### src/hdl/smbsw_pkg.sv
// smbsw_pkg: types and constants for the structure table walker
// used by the top level smbios_structure_walker; no dependencies

package smbsw_pkg;

   localparam int CSR_DATA_BITS = 16;

   typedef enum logic [1:0] {
      CSR_TABLE_SIZE   = 2'd0,
      CSR_QUERY_TYPE   = 2'd1,
      CSR_QUERY_INDEX  = 2'd2,
      CSR_QUERY_HANDLE = 2'd3
   } csr_index_type;

   localparam logic [7:0]  END_TYPE          = 8'd127;
   localparam logic [7:0]  HEADER_BYTES      = 8'd4;
   localparam logic [15:0] COUNT_MAX         = 16'hFFFF;
   localparam logic [15:0] TABLE_SIZE_RESET  = 16'hFFFF;
   localparam logic [15:0] QUERY_INDEX_RESET = 16'd1;

   typedef struct packed {
      logic [7:0]  struct_type;
      logic [15:0] struct_handle;
      logic [15:0] struct_offset;
      logic [15:0] struct_length;
      logic [15:0] type_ordinal;
      logic        type_hit;
      logic        handle_hit;
      logic        end_of_table;
      logic        overrun;
   } record_type;

endpackage

### src/hdl/smbsw_if.sv
// smbsw_if: valid/ready channel interfaces for table bytes and structure records
// standalone; no package dependency

interface smbsw_req_if;
   logic       valid;
   logic       ready;
   logic [7:0] table_byte;
   logic       first_of_table;

   modport source (output valid, output table_byte, output first_of_table, input ready);
   modport sink   (input valid, input table_byte, input first_of_table, output ready);
endinterface

interface smbsw_rsp_if;
   logic        valid;
   logic        ready;
   logic [7:0]  struct_type;
   logic [15:0] struct_handle;
   logic [15:0] struct_offset;
   logic [15:0] struct_length;
   logic [15:0] type_ordinal;
   logic        type_hit;
   logic        handle_hit;
   logic        end_of_table;
   logic        overrun;

   modport source (output valid, output struct_type, output struct_handle,
                   output struct_offset, output struct_length, output type_ordinal,
                   output type_hit, output handle_hit, output end_of_table,
                   output overrun, input ready);
   modport sink   (input valid, input struct_type, input struct_handle,
                   input struct_offset, input struct_length, input type_ordinal,
                   input type_hit, input handle_hit, input end_of_table,
                   input overrun, output ready);
endinterface

### src/hdl/smbios_structure_walker.sv
// smbios_structure_walker: walks a structure table one byte per transfer and
// emits one record per structure; depends on smbsw_pkg and smbsw_if
//
// Takes one table byte per clock cycle unless the input register holds. Each byte is
// captured in an input register; when that register advances, the walk state (offset,
// header fields, terminator search, type counter) is updated and a record for a
// finished structure lands in the result register, from which it is presented. Bytes
// keep flowing while a record waits; the input register holds only when its byte would
// produce a record and the result register is still occupied. A structure ends at the
// first double zero at or after its formatted length (at least 4), or early with overrun
// at offset >= table_size. After end of table or overrun, bytes are dropped until one
// marked first_of_table. Configuration is written through csr_we/csr_index/csr_data,
// by the user only while the walker is idle; the block itself does not enforce this.

module smbios_structure_walker
   import smbsw_pkg::*;
#(
   parameter int OFFSET_BITS = 16
) (
   input  logic                     clock,
   input  logic                     reset,
   input  logic                     csr_we,
   input  csr_index_type            csr_index,
   input  logic [CSR_DATA_BITS-1:0] csr_data,
   smbsw_req_if.sink                req_chan,
   smbsw_rsp_if.source              rsp_chan
);

   localparam int CW = (OFFSET_BITS > 16) ? OFFSET_BITS : 16;

   // configuration
   logic [15:0] table_size_ff;
   logic [7:0]  query_type_ff;
   logic [15:0] query_index_ff;
   logic [15:0] query_handle_ff;

   // input register
   logic       in_valid_ff;
   logic [7:0] in_byte_ff;
   logic       in_first_ff;

   // walk state
   logic [OFFSET_BITS-1:0] table_offset_ff, table_offset_in;
   logic [OFFSET_BITS-1:0] struct_start_ff, struct_start_in;
   logic [7:0]             formatted_length_ff, formatted_length_in;
   logic [7:0]             current_type_ff, current_type_in;
   logic [15:0]            current_handle_ff, current_handle_in;
   logic                   previous_zero_ff, previous_zero_in;
   logic [15:0]            type_count_ff, type_count_in;
   logic                   walk_done_ff, walk_done_in;

   // result register
   logic       rsp_valid_ff;
   record_type rsp_rec_ff, rec_in;

   // working values
   logic [OFFSET_BITS-1:0] s_offset, s_start, pos;
   logic [7:0]             s_flen, s_type, eff_len;
   logic [15:0]            s_handle, s_count;
   logic                   s_pz, s_done;
   logic                   ended, beyond, emit, is_q, eot;
   logic [CW-1:0]          start_w;
   logic [CW:0]            len_w;
   logic                   out_free, advance;

   always_ff @(posedge clock) begin
      if (reset) begin
         table_size_ff   <= TABLE_SIZE_RESET;
         query_type_ff   <= '0;
         query_index_ff  <= QUERY_INDEX_RESET;
         query_handle_ff <= '0;
      end else if (csr_we) begin
         unique case (csr_index)
            CSR_TABLE_SIZE:   table_size_ff   <= csr_data;
            CSR_QUERY_TYPE:   query_type_ff   <= csr_data[7:0];
            CSR_QUERY_INDEX:  query_index_ff  <= csr_data;
            CSR_QUERY_HANDLE: query_handle_ff <= csr_data;
            default: ;
         endcase
      end
   end

   always_comb begin
      s_offset = in_first_ff ? '0 : table_offset_ff;
      s_start  = in_first_ff ? '0 : struct_start_ff;
      s_flen   = in_first_ff ? '0 : formatted_length_ff;
      s_type   = in_first_ff ? '0 : current_type_ff;
      s_handle = in_first_ff ? '0 : current_handle_ff;
      s_pz     = in_first_ff ? 1'b0 : previous_zero_ff;
      s_count  = in_first_ff ? '0 : type_count_ff;
      s_done   = in_first_ff ? 1'b0 : walk_done_ff;

      pos = s_offset - s_start;

      current_type_in     = s_type;
      current_handle_in   = s_handle;
      formatted_length_in = s_flen;
      previous_zero_in    = s_pz;

      // header capture
      if (pos == OFFSET_BITS'(0)) begin
         current_type_in     = in_byte_ff;
         current_handle_in   = '0;
         formatted_length_in = '0;
         previous_zero_in    = 1'b0;
      end else if (pos == OFFSET_BITS'(1)) begin
         formatted_length_in = in_byte_ff;
      end else if (pos == OFFSET_BITS'(2)) begin
         current_handle_in = {s_handle[15:8], in_byte_ff};
      end else if (pos == OFFSET_BITS'(3)) begin
         current_handle_in = {in_byte_ff, s_handle[7:0]};
      end

      eff_len = (formatted_length_in < HEADER_BYTES) ? HEADER_BYTES : formatted_length_in;

      // double zero search past the formatted area
      ended = 1'b0;
      if (pos >= OFFSET_BITS'(eff_len)) begin
         if (in_byte_ff == 8'd0 && previous_zero_in) begin
            ended = 1'b1;
         end else begin
            previous_zero_in = (in_byte_ff == 8'd0);
         end
      end

      beyond = (CW'(s_offset) >= CW'(table_size_ff)) || (s_offset == '1);
      emit   = !s_done && (ended || beyond);
      eot    = (current_type_in == END_TYPE);
      is_q   = (current_type_in == query_type_ff);

      type_count_in = s_count;
      if (emit && is_q && s_count != COUNT_MAX) begin
         type_count_in = s_count + 16'd1;
      end

      start_w = CW'(s_start);
      len_w   = (CW + 1)'(pos) + (CW + 1)'(1);

      rec_in.struct_type   = current_type_in;
      rec_in.struct_handle = current_handle_in;
      rec_in.struct_offset = start_w[15:0];
      rec_in.struct_length = len_w[15:0];
      rec_in.type_ordinal  = type_count_in;
      rec_in.type_hit      = is_q && (type_count_in == query_index_ff);
      rec_in.handle_hit    = (current_handle_in == query_handle_ff);
      rec_in.end_of_table  = eot;
      rec_in.overrun       = beyond;

      table_offset_in = s_offset + OFFSET_BITS'(1);
      struct_start_in = s_start;
      walk_done_in    = s_done;
      if (emit) begin
         if (eot || beyond) begin
            walk_done_in = 1'b1;
         end else begin
            struct_start_in  = s_offset + OFFSET_BITS'(1);
            previous_zero_in = 1'b0;
         end
      end

      // stopped walk: byte is dropped, state stays as it was
      if (s_done) begin
         table_offset_in     = s_offset;
         current_type_in     = s_type;
         current_handle_in   = s_handle;
         formatted_length_in = s_flen;
         previous_zero_in    = s_pz;
      end
   end

   assign out_free       = !rsp_valid_ff || rsp_chan.ready;
   assign advance        = in_valid_ff && (!emit || out_free);
   assign req_chan.ready = !in_valid_ff || advance;

   always_ff @(posedge clock) begin
      if (reset) begin
         in_valid_ff <= 1'b0;
      end else if (req_chan.valid && req_chan.ready) begin
         in_valid_ff <= 1'b1;
      end else if (advance) begin
         in_valid_ff <= 1'b0;
      end
   end

   always_ff @(posedge clock) begin
      if (req_chan.valid && req_chan.ready) begin
         in_byte_ff  <= req_chan.table_byte;
         in_first_ff <= req_chan.first_of_table;
      end
   end

   always_ff @(posedge clock) begin
      if (reset) begin
         table_offset_ff     <= '0;
         struct_start_ff     <= '0;
         formatted_length_ff <= '0;
         current_type_ff     <= '0;
         current_handle_ff   <= '0;
         previous_zero_ff    <= 1'b0;
         type_count_ff       <= '0;
         walk_done_ff        <= 1'b0;
      end else if (advance) begin
         table_offset_ff     <= table_offset_in;
         struct_start_ff     <= struct_start_in;
         formatted_length_ff <= formatted_length_in;
         current_type_ff     <= current_type_in;
         current_handle_ff   <= current_handle_in;
         previous_zero_ff    <= previous_zero_in;
         type_count_ff       <= type_count_in;
         walk_done_ff        <= walk_done_in;
      end
   end

   always_ff @(posedge clock) begin
      if (reset) begin
         rsp_valid_ff <= 1'b0;
      end else if (advance && emit) begin
         rsp_valid_ff <= 1'b1;
      end else if (rsp_chan.ready) begin
         rsp_valid_ff <= 1'b0;
      end
   end

   always_ff @(posedge clock) begin
      if (advance && emit) begin
         rsp_rec_ff <= rec_in;
      end
   end

   assign rsp_chan.valid         = rsp_valid_ff;
   assign rsp_chan.struct_type   = rsp_rec_ff.struct_type;
   assign rsp_chan.struct_handle = rsp_rec_ff.struct_handle;
   assign rsp_chan.struct_offset = rsp_rec_ff.struct_offset;
   assign rsp_chan.struct_length = rsp_rec_ff.struct_length;
   assign rsp_chan.type_ordinal  = rsp_rec_ff.type_ordinal;
   assign rsp_chan.type_hit      = rsp_rec_ff.type_hit;
   assign rsp_chan.handle_hit    = rsp_rec_ff.handle_hit;
   assign rsp_chan.end_of_table  = rsp_rec_ff.end_of_table;
   assign rsp_chan.overrun       = rsp_rec_ff.overrun;

endmodule

### src/flat_wrapper.sv
// flat-port wrapper written by rule: the top's interface ports become plain ports
module smbios_structure_walker_flat import smbsw_pkg::*;
#(
   parameter int OFFSET_BITS = 16
)
  (clock, reset, csr_we, csr_index, csr_data, req_chan_valid, req_chan_table_byte, req_chan_first_of_table, req_chan_ready, rsp_chan_valid, rsp_chan_struct_type, rsp_chan_struct_handle, rsp_chan_struct_offset, rsp_chan_struct_length, rsp_chan_type_ordinal, rsp_chan_type_hit, rsp_chan_handle_hit, rsp_chan_end_of_table, rsp_chan_overrun, rsp_chan_ready);
  smbsw_req_if req_chan_i ();
  smbsw_rsp_if rsp_chan_i ();
  input  logic clock;
  input  logic reset;
  input  logic csr_we;
  input  csr_index_type csr_index;
  input  logic [CSR_DATA_BITS-1:0] csr_data;
  input wire logic [$bits(req_chan_i.valid)-1:0] req_chan_valid;
  input wire logic [$bits(req_chan_i.table_byte)-1:0] req_chan_table_byte;
  input wire logic [$bits(req_chan_i.first_of_table)-1:0] req_chan_first_of_table;
  output wire logic [$bits(req_chan_i.ready)-1:0] req_chan_ready;
  output wire logic [$bits(rsp_chan_i.valid)-1:0] rsp_chan_valid;
  output wire logic [$bits(rsp_chan_i.struct_type)-1:0] rsp_chan_struct_type;
  output wire logic [$bits(rsp_chan_i.struct_handle)-1:0] rsp_chan_struct_handle;
  output wire logic [$bits(rsp_chan_i.struct_offset)-1:0] rsp_chan_struct_offset;
  output wire logic [$bits(rsp_chan_i.struct_length)-1:0] rsp_chan_struct_length;
  output wire logic [$bits(rsp_chan_i.type_ordinal)-1:0] rsp_chan_type_ordinal;
  output wire logic [$bits(rsp_chan_i.type_hit)-1:0] rsp_chan_type_hit;
  output wire logic [$bits(rsp_chan_i.handle_hit)-1:0] rsp_chan_handle_hit;
  output wire logic [$bits(rsp_chan_i.end_of_table)-1:0] rsp_chan_end_of_table;
  output wire logic [$bits(rsp_chan_i.overrun)-1:0] rsp_chan_overrun;
  input wire logic [$bits(rsp_chan_i.ready)-1:0] rsp_chan_ready;
  assign req_chan_i.valid = req_chan_valid;
  assign req_chan_i.table_byte = req_chan_table_byte;
  assign req_chan_i.first_of_table = req_chan_first_of_table;
  assign req_chan_ready = req_chan_i.ready;
  assign rsp_chan_valid = rsp_chan_i.valid;
  assign rsp_chan_struct_type = rsp_chan_i.struct_type;
  assign rsp_chan_struct_handle = rsp_chan_i.struct_handle;
  assign rsp_chan_struct_offset = rsp_chan_i.struct_offset;
  assign rsp_chan_struct_length = rsp_chan_i.struct_length;
  assign rsp_chan_type_ordinal = rsp_chan_i.type_ordinal;
  assign rsp_chan_type_hit = rsp_chan_i.type_hit;
  assign rsp_chan_handle_hit = rsp_chan_i.handle_hit;
  assign rsp_chan_end_of_table = rsp_chan_i.end_of_table;
  assign rsp_chan_overrun = rsp_chan_i.overrun;
  assign rsp_chan_i.ready = rsp_chan_ready;
  smbios_structure_walker #(.OFFSET_BITS(OFFSET_BITS)) u_core (.clock(clock), .reset(reset), .csr_we(csr_we), .csr_index(csr_index), .csr_data(csr_data), .req_chan(req_chan_i), .rsp_chan(rsp_chan_i));
endmodule
### config.mk
export PLATFORM = sky130hd
export DESIGN_NAME = smbios_structure_walker_flat
export DESIGN_NICKNAME = d
export VERILOG_FILES = /design/src/hdl/smbsw_pkg.sv /design/src/hdl/smbsw_if.sv /design/src/hdl/smbios_structure_walker.sv /design/src/flat_wrapper.sv
export SDC_FILE = /design/constraint.sdc
export NUM_CORES = 1
export LEC_CHECK = 0
export ABC_AREA = 1
export ABC_CLOCK_PERIOD_IN_PS = 8700
export BUFFER_PORTS_ARGS = -buffer_cell sky130_fd_sc_hd__buf_2
export CAP_MARGIN = 20
export CELL_PAD_IN_SITES_DETAIL_PLACEMENT = 1
export CELL_PAD_IN_SITES_GLOBAL_PLACEMENT = 2
export CORE_MARGIN = 2
export CORE_UTILIZATION = 32
export DETAILED_ROUTE_END_ITERATION = 12
export HOLD_SLACK_MARGIN = 0.1
export PLACE_DENSITY_LB_ADDON = 0.12
export SYNTH_ARGS = -nofsm -noshare
export SYNTH_HDL_FRONTEND = slang
export SYNTH_SLANG_ARGS = --single-unit
### constraint.sdc
create_clock -name clock -period 8.7 [get_ports clock]
set_input_delay 0.435 -clock clock [delete_from_list [all_inputs] [get_ports clock]]
set_output_delay 0.435 -clock clock [all_outputs]
set_load 0.01 [all_outputs]
==> run_results.csv <==
group,metric,value,unit
cells_and_area,area_delta_synth_final,16.3,%
clocking,clkSinkCount,225,
drt,drc,0,
worst_setup_path,reg2reg_to,"u_core.table_offset_ff[14]",
worst_setup_path,required,8270,ps
drt,first_pass_iters,4,
worst_setup_path,cp_common_cell,"nand2_1",
worst_setup_path,reg2reg_from,"u_core.in_first_ff",
drt,wl_per_cell,18.2,um
worst_setup_path,path_class,"reg -> out",
floorplan,die-area,41000,um^2
clocking,clkLatencyLatePin,570,ps
floorplan,die_w,202,um
sta,max_freq,0.127,GHz
grt,grt-ovfl-total,0,
sta,tns,0,ps
worst_setup_path,slowest_delay,810,ps
drt,routed_wirelength,41.8,mm
clocking,clockBufferDepth,3,
hold_path,holdPathStages,3,
sta,fin_crit,7850,ps
worst_setup_path,end_kind,"output pin",
yosys,yosysSeqAreaShare,0.425,
clocking,cts_resized,0,
power,ir_drop,149,uV
yosys,postSynthNetCount,1727,
cells_and_area,finalNetCount,1831,
cells_and_area,final_area,14700,um^2
flow_run,max-cap-violations,0,
drt,vias,11100,
placement,io_buffers,109,
clocking,clockRootBuffer,"clkbuf_16",
worst_setup_path,crit_path_max_fanout,18,
floorplan,start_util,0.325,
yosys,syn_inst,1659,
worst_setup_path,start_kind,"register",
power,p_leak,6.57,nW
power,power.density,191,nW/um^2
clocking,path_clk_slew,50,ps
sta,maxSlewHeadroom,0.375,
hold_path,min_from,"req_chan_valid",
drt,drtIter0Drc,434,
grt,grt_max_degree,92,
yosys,synth-seq-cells,225,
grt,grt_pass1_wl,65.5,mm
drt,postRouteAntennaNets,0,
grt,grt_usage,0.204,
run_status,status,"completed",
worst_setup_path,crit_buf_inv,7,
yosys,synthTopCellsByArea,"dfxtp_1 22%, edfxtp_1 20%, nand2_1 8.7%, inv_1 8.5%, nor2_1 5.4%",
hold_path,hold_path_end,"u_core.in_valid_ff",
cells_and_area,drive_gt1_frac,0.132,
floorplan,ios,110,
sta,post-route-period-util,0.902,
clocking,cts_tree,"done",
clocking,htreeDepth,1,
floorplan,core,38700,um^2
placement,placed_area,13700,um^2
sta,finalSetupViolCount,0,
grt,antenna_found_initial,0,
hold_path,holdCritPathClass,"in -> reg",
sta,drv_slew,0,
sta,fin_skew,9.61,ps
worst_setup_path,r2r_cells,46,
yosys,syn-cell-area,12600,um^2
floorplan,rows,72,
sta,worst_slew_pin_slew,938,ps
yosys,yosysTopAreaCellShare,0.222,
clocking,cts_buffers,29,
power,total_power,0.00279,W
yosys,avgSynthCellArea,7.60,um^2
worst_setup_path,critical-path-slowest-cell,"edfxtp_1",
sta,final-hold-violation-count,0,
yosys,yosysWarnings,0,
grt,grt_pass1_vias,11400,
worst_setup_path,arrival,7410,ps
drt,vias_per_cell,4.81,
sta,rsz0062_at_grt,"false",
floorplan,die_h,202,um
placement,gp_congestion,0.850,
yosys,ys_types,49,
placement,dp_hpwl,31.2,mm
yosys,yosys.area.top_type,"dfxtp_1",
worst_setup_path,ff2ff_setup_slack,1020,ps
worst_setup_path,critical_path.top_delay_family,"simple AND/OR/NAND/NOR gates",
==> worst reg2reg max path, delay by kind of cell, from the launching register on <==
| kind | cells | cell delay, ps |
|---|---|---|
| XOR/XNOR | 1 | 330 |
| AO/OA/AOI/OAI | 5 | 720 |
| adder cells (fa/ha/maj) | 3 | 870 |
| AND/OR/NAND/NOR | 30 | 3760 |
| flip-flops | 1 | 810 |
| buffers and inverters | 7 | 1120 |
==> sequential cells by signal (all words and copies together) (netlist names), 8 cells and up <==
| name | count |
|---|---|
| u_core.struct_start_ff | 16 |
| u_core.formatted_length_ff | 8 |
| u_core.query_index_ff | 16 |
| u_core.table_offset_ff | 16 |
| u_core.rsp_chan.type_ordinal | 16 |
| u_core.query_handle_ff | 16 |
| u_core.rsp_chan.struct_handle | 16 |
| u_core.current_type_ff | 8 |
| u_core.type_count_ff | 16 |
| u_core.table_size_ff | 16 |
| u_core.current_handle_ff | 16 |
| u_core.rsp_chan.struct_offset | 16 |
| u_core.rsp_chan.struct_type | 8 |
| u_core.rsp_chan.struct_length | 16 |
| u_core.in_byte_ff | 8 |
| u_core.query_type_ff | 8 |
==> power by group <==
part / switching [W] / internal, W
sequential: 0.0000293 / 0.00114
combinational: 0.000320 / 0.000138
clock: 0.000477 / 0.000689
total: 0.000827 / 0.00197
==> cell type report <==
type                    count  area (um^2)
diodes                      1         2.50
clock inverters            12          113
multi-input cells        1075         5840
clock buffers              42          795
fillers                  4784        24100
inverters                 298         1130
flip-flops and latches    225         5360
repair buffers            134          768
well taps                 518          648
==> worst max-delay path by stage <==
stage / to / cells past startpoint / from / slack, ps
3_5_place_dp: u_core.table_offset_ff[14] / 46 / u_core.in_first_ff / 830
5_1_grt: req_chan_ready / 42 / u_core.in_first_ff / 4
4_1_cts: req_chan_ready / 42 / u_core.in_first_ff / 680
6_report: req_chan_ready / 42 / u_core.in_first_ff / 850
3_3_place_gp: u_core.formatted_length_ff[1] / 44 / u_core.in_first_ff / 1070
2_1_floorplan: u_core.rsp_chan.end_of_table / 50 / u_core.in_first_ff / 70
==> cell usage in the layout (no fill, tap or decap), types with 6 or more instances in the layout <==
cell type        n
dlygate4sd3_1    9
inv_2           10
nor2_2           6
edfxtp_1        85
nor2_1         179
nor3_1          17
nand4_1         31
a21oi_1        114
nand2_1        291
clkinv_2         7
o211ai_1        43
nor4_1          11
clkbuf_1        11
nand3_1         80
clkbuf_16       29
a211oi_1        13
inv_1          284
buf_2          109
nand2_4         11
xor2_1          44
nand3b_1        11
dfxtp_1        140
nand2_2         19
o21ai_0        122
buf_4           15
nand3_4          8
ha_1            35
==> routing by layer <==
layer | track usage | up-vias | wire [um]
li1 | - | 5619 | -
met1 | 0.284 | 5284 | 20800
met2 | 0.339 | 137 | 19200
met3 | 0.0245 | 46 | 984
met4 | 0.0461 | 0 | 895
met5 | 0 | - | 0
==> synth_stat cells (all sizes together) <==
master and n:
ha 35, o21ai 128, o22ai 3, o211ai 43, dfxtp 140, fa 1, xnor3 1, nand3 90
nand2 321, nand4 35, a21oi 114, xor2 44, nor3 18, and3 2, o2111ai 1, nand3b 11
edfxtp 85, o21bai 1, a221oi 2, a41oi 1, clkinv 2, o211a 4, a21boi 1, inv 296
o31ai 1, a211oi 13, xnor2 4, nor4 11, buf 11, nor2 190, clkbuf 50
==> through the flow <==
| step | hold WS (ps) | utilization | instances | setup slack (ps) |
|---|---|---|---|---|
| floorplan | 424 | - | 1659 | 65.4 |
| CTS | 109 | 0.378 | 2304 | 676 |
| global route | 157 | 0.378 | 2304 | 4.10 |
| global placement | 438 | 0.352 | 2241 | 1070 |
| detailed placement | 444 | 0.352 | 2241 | 825 |
| finish | 149 | 0.378 | 2305 | 853 |
==> kinds of logic (layout without fill, tap and decap cells) <==
| kind of cell | after synthesis | count (layout) | share of synthesized area |
|---|---|---|---|
| xor+xnor | 49 | 49 | 0.0351 |
| flops | 225 | 225 | 0.425 |
| other cells | 0 | 1 | 0 |
| simple gates | 678 | 678 | 0.253 |
| fa+ha+maj | 36 | 36 | 0.0363 |
| compound gates | 312 | 312 | 0.139 |
| buf+inv | 359 | 486 | 0.111 |
==> what timing repair did <==
action,in CTS,in global routing
hold endpoints to repair,9,0
hold buffers,9,0
buffers inserted,0,0
(Power assumes the default switching activity.)
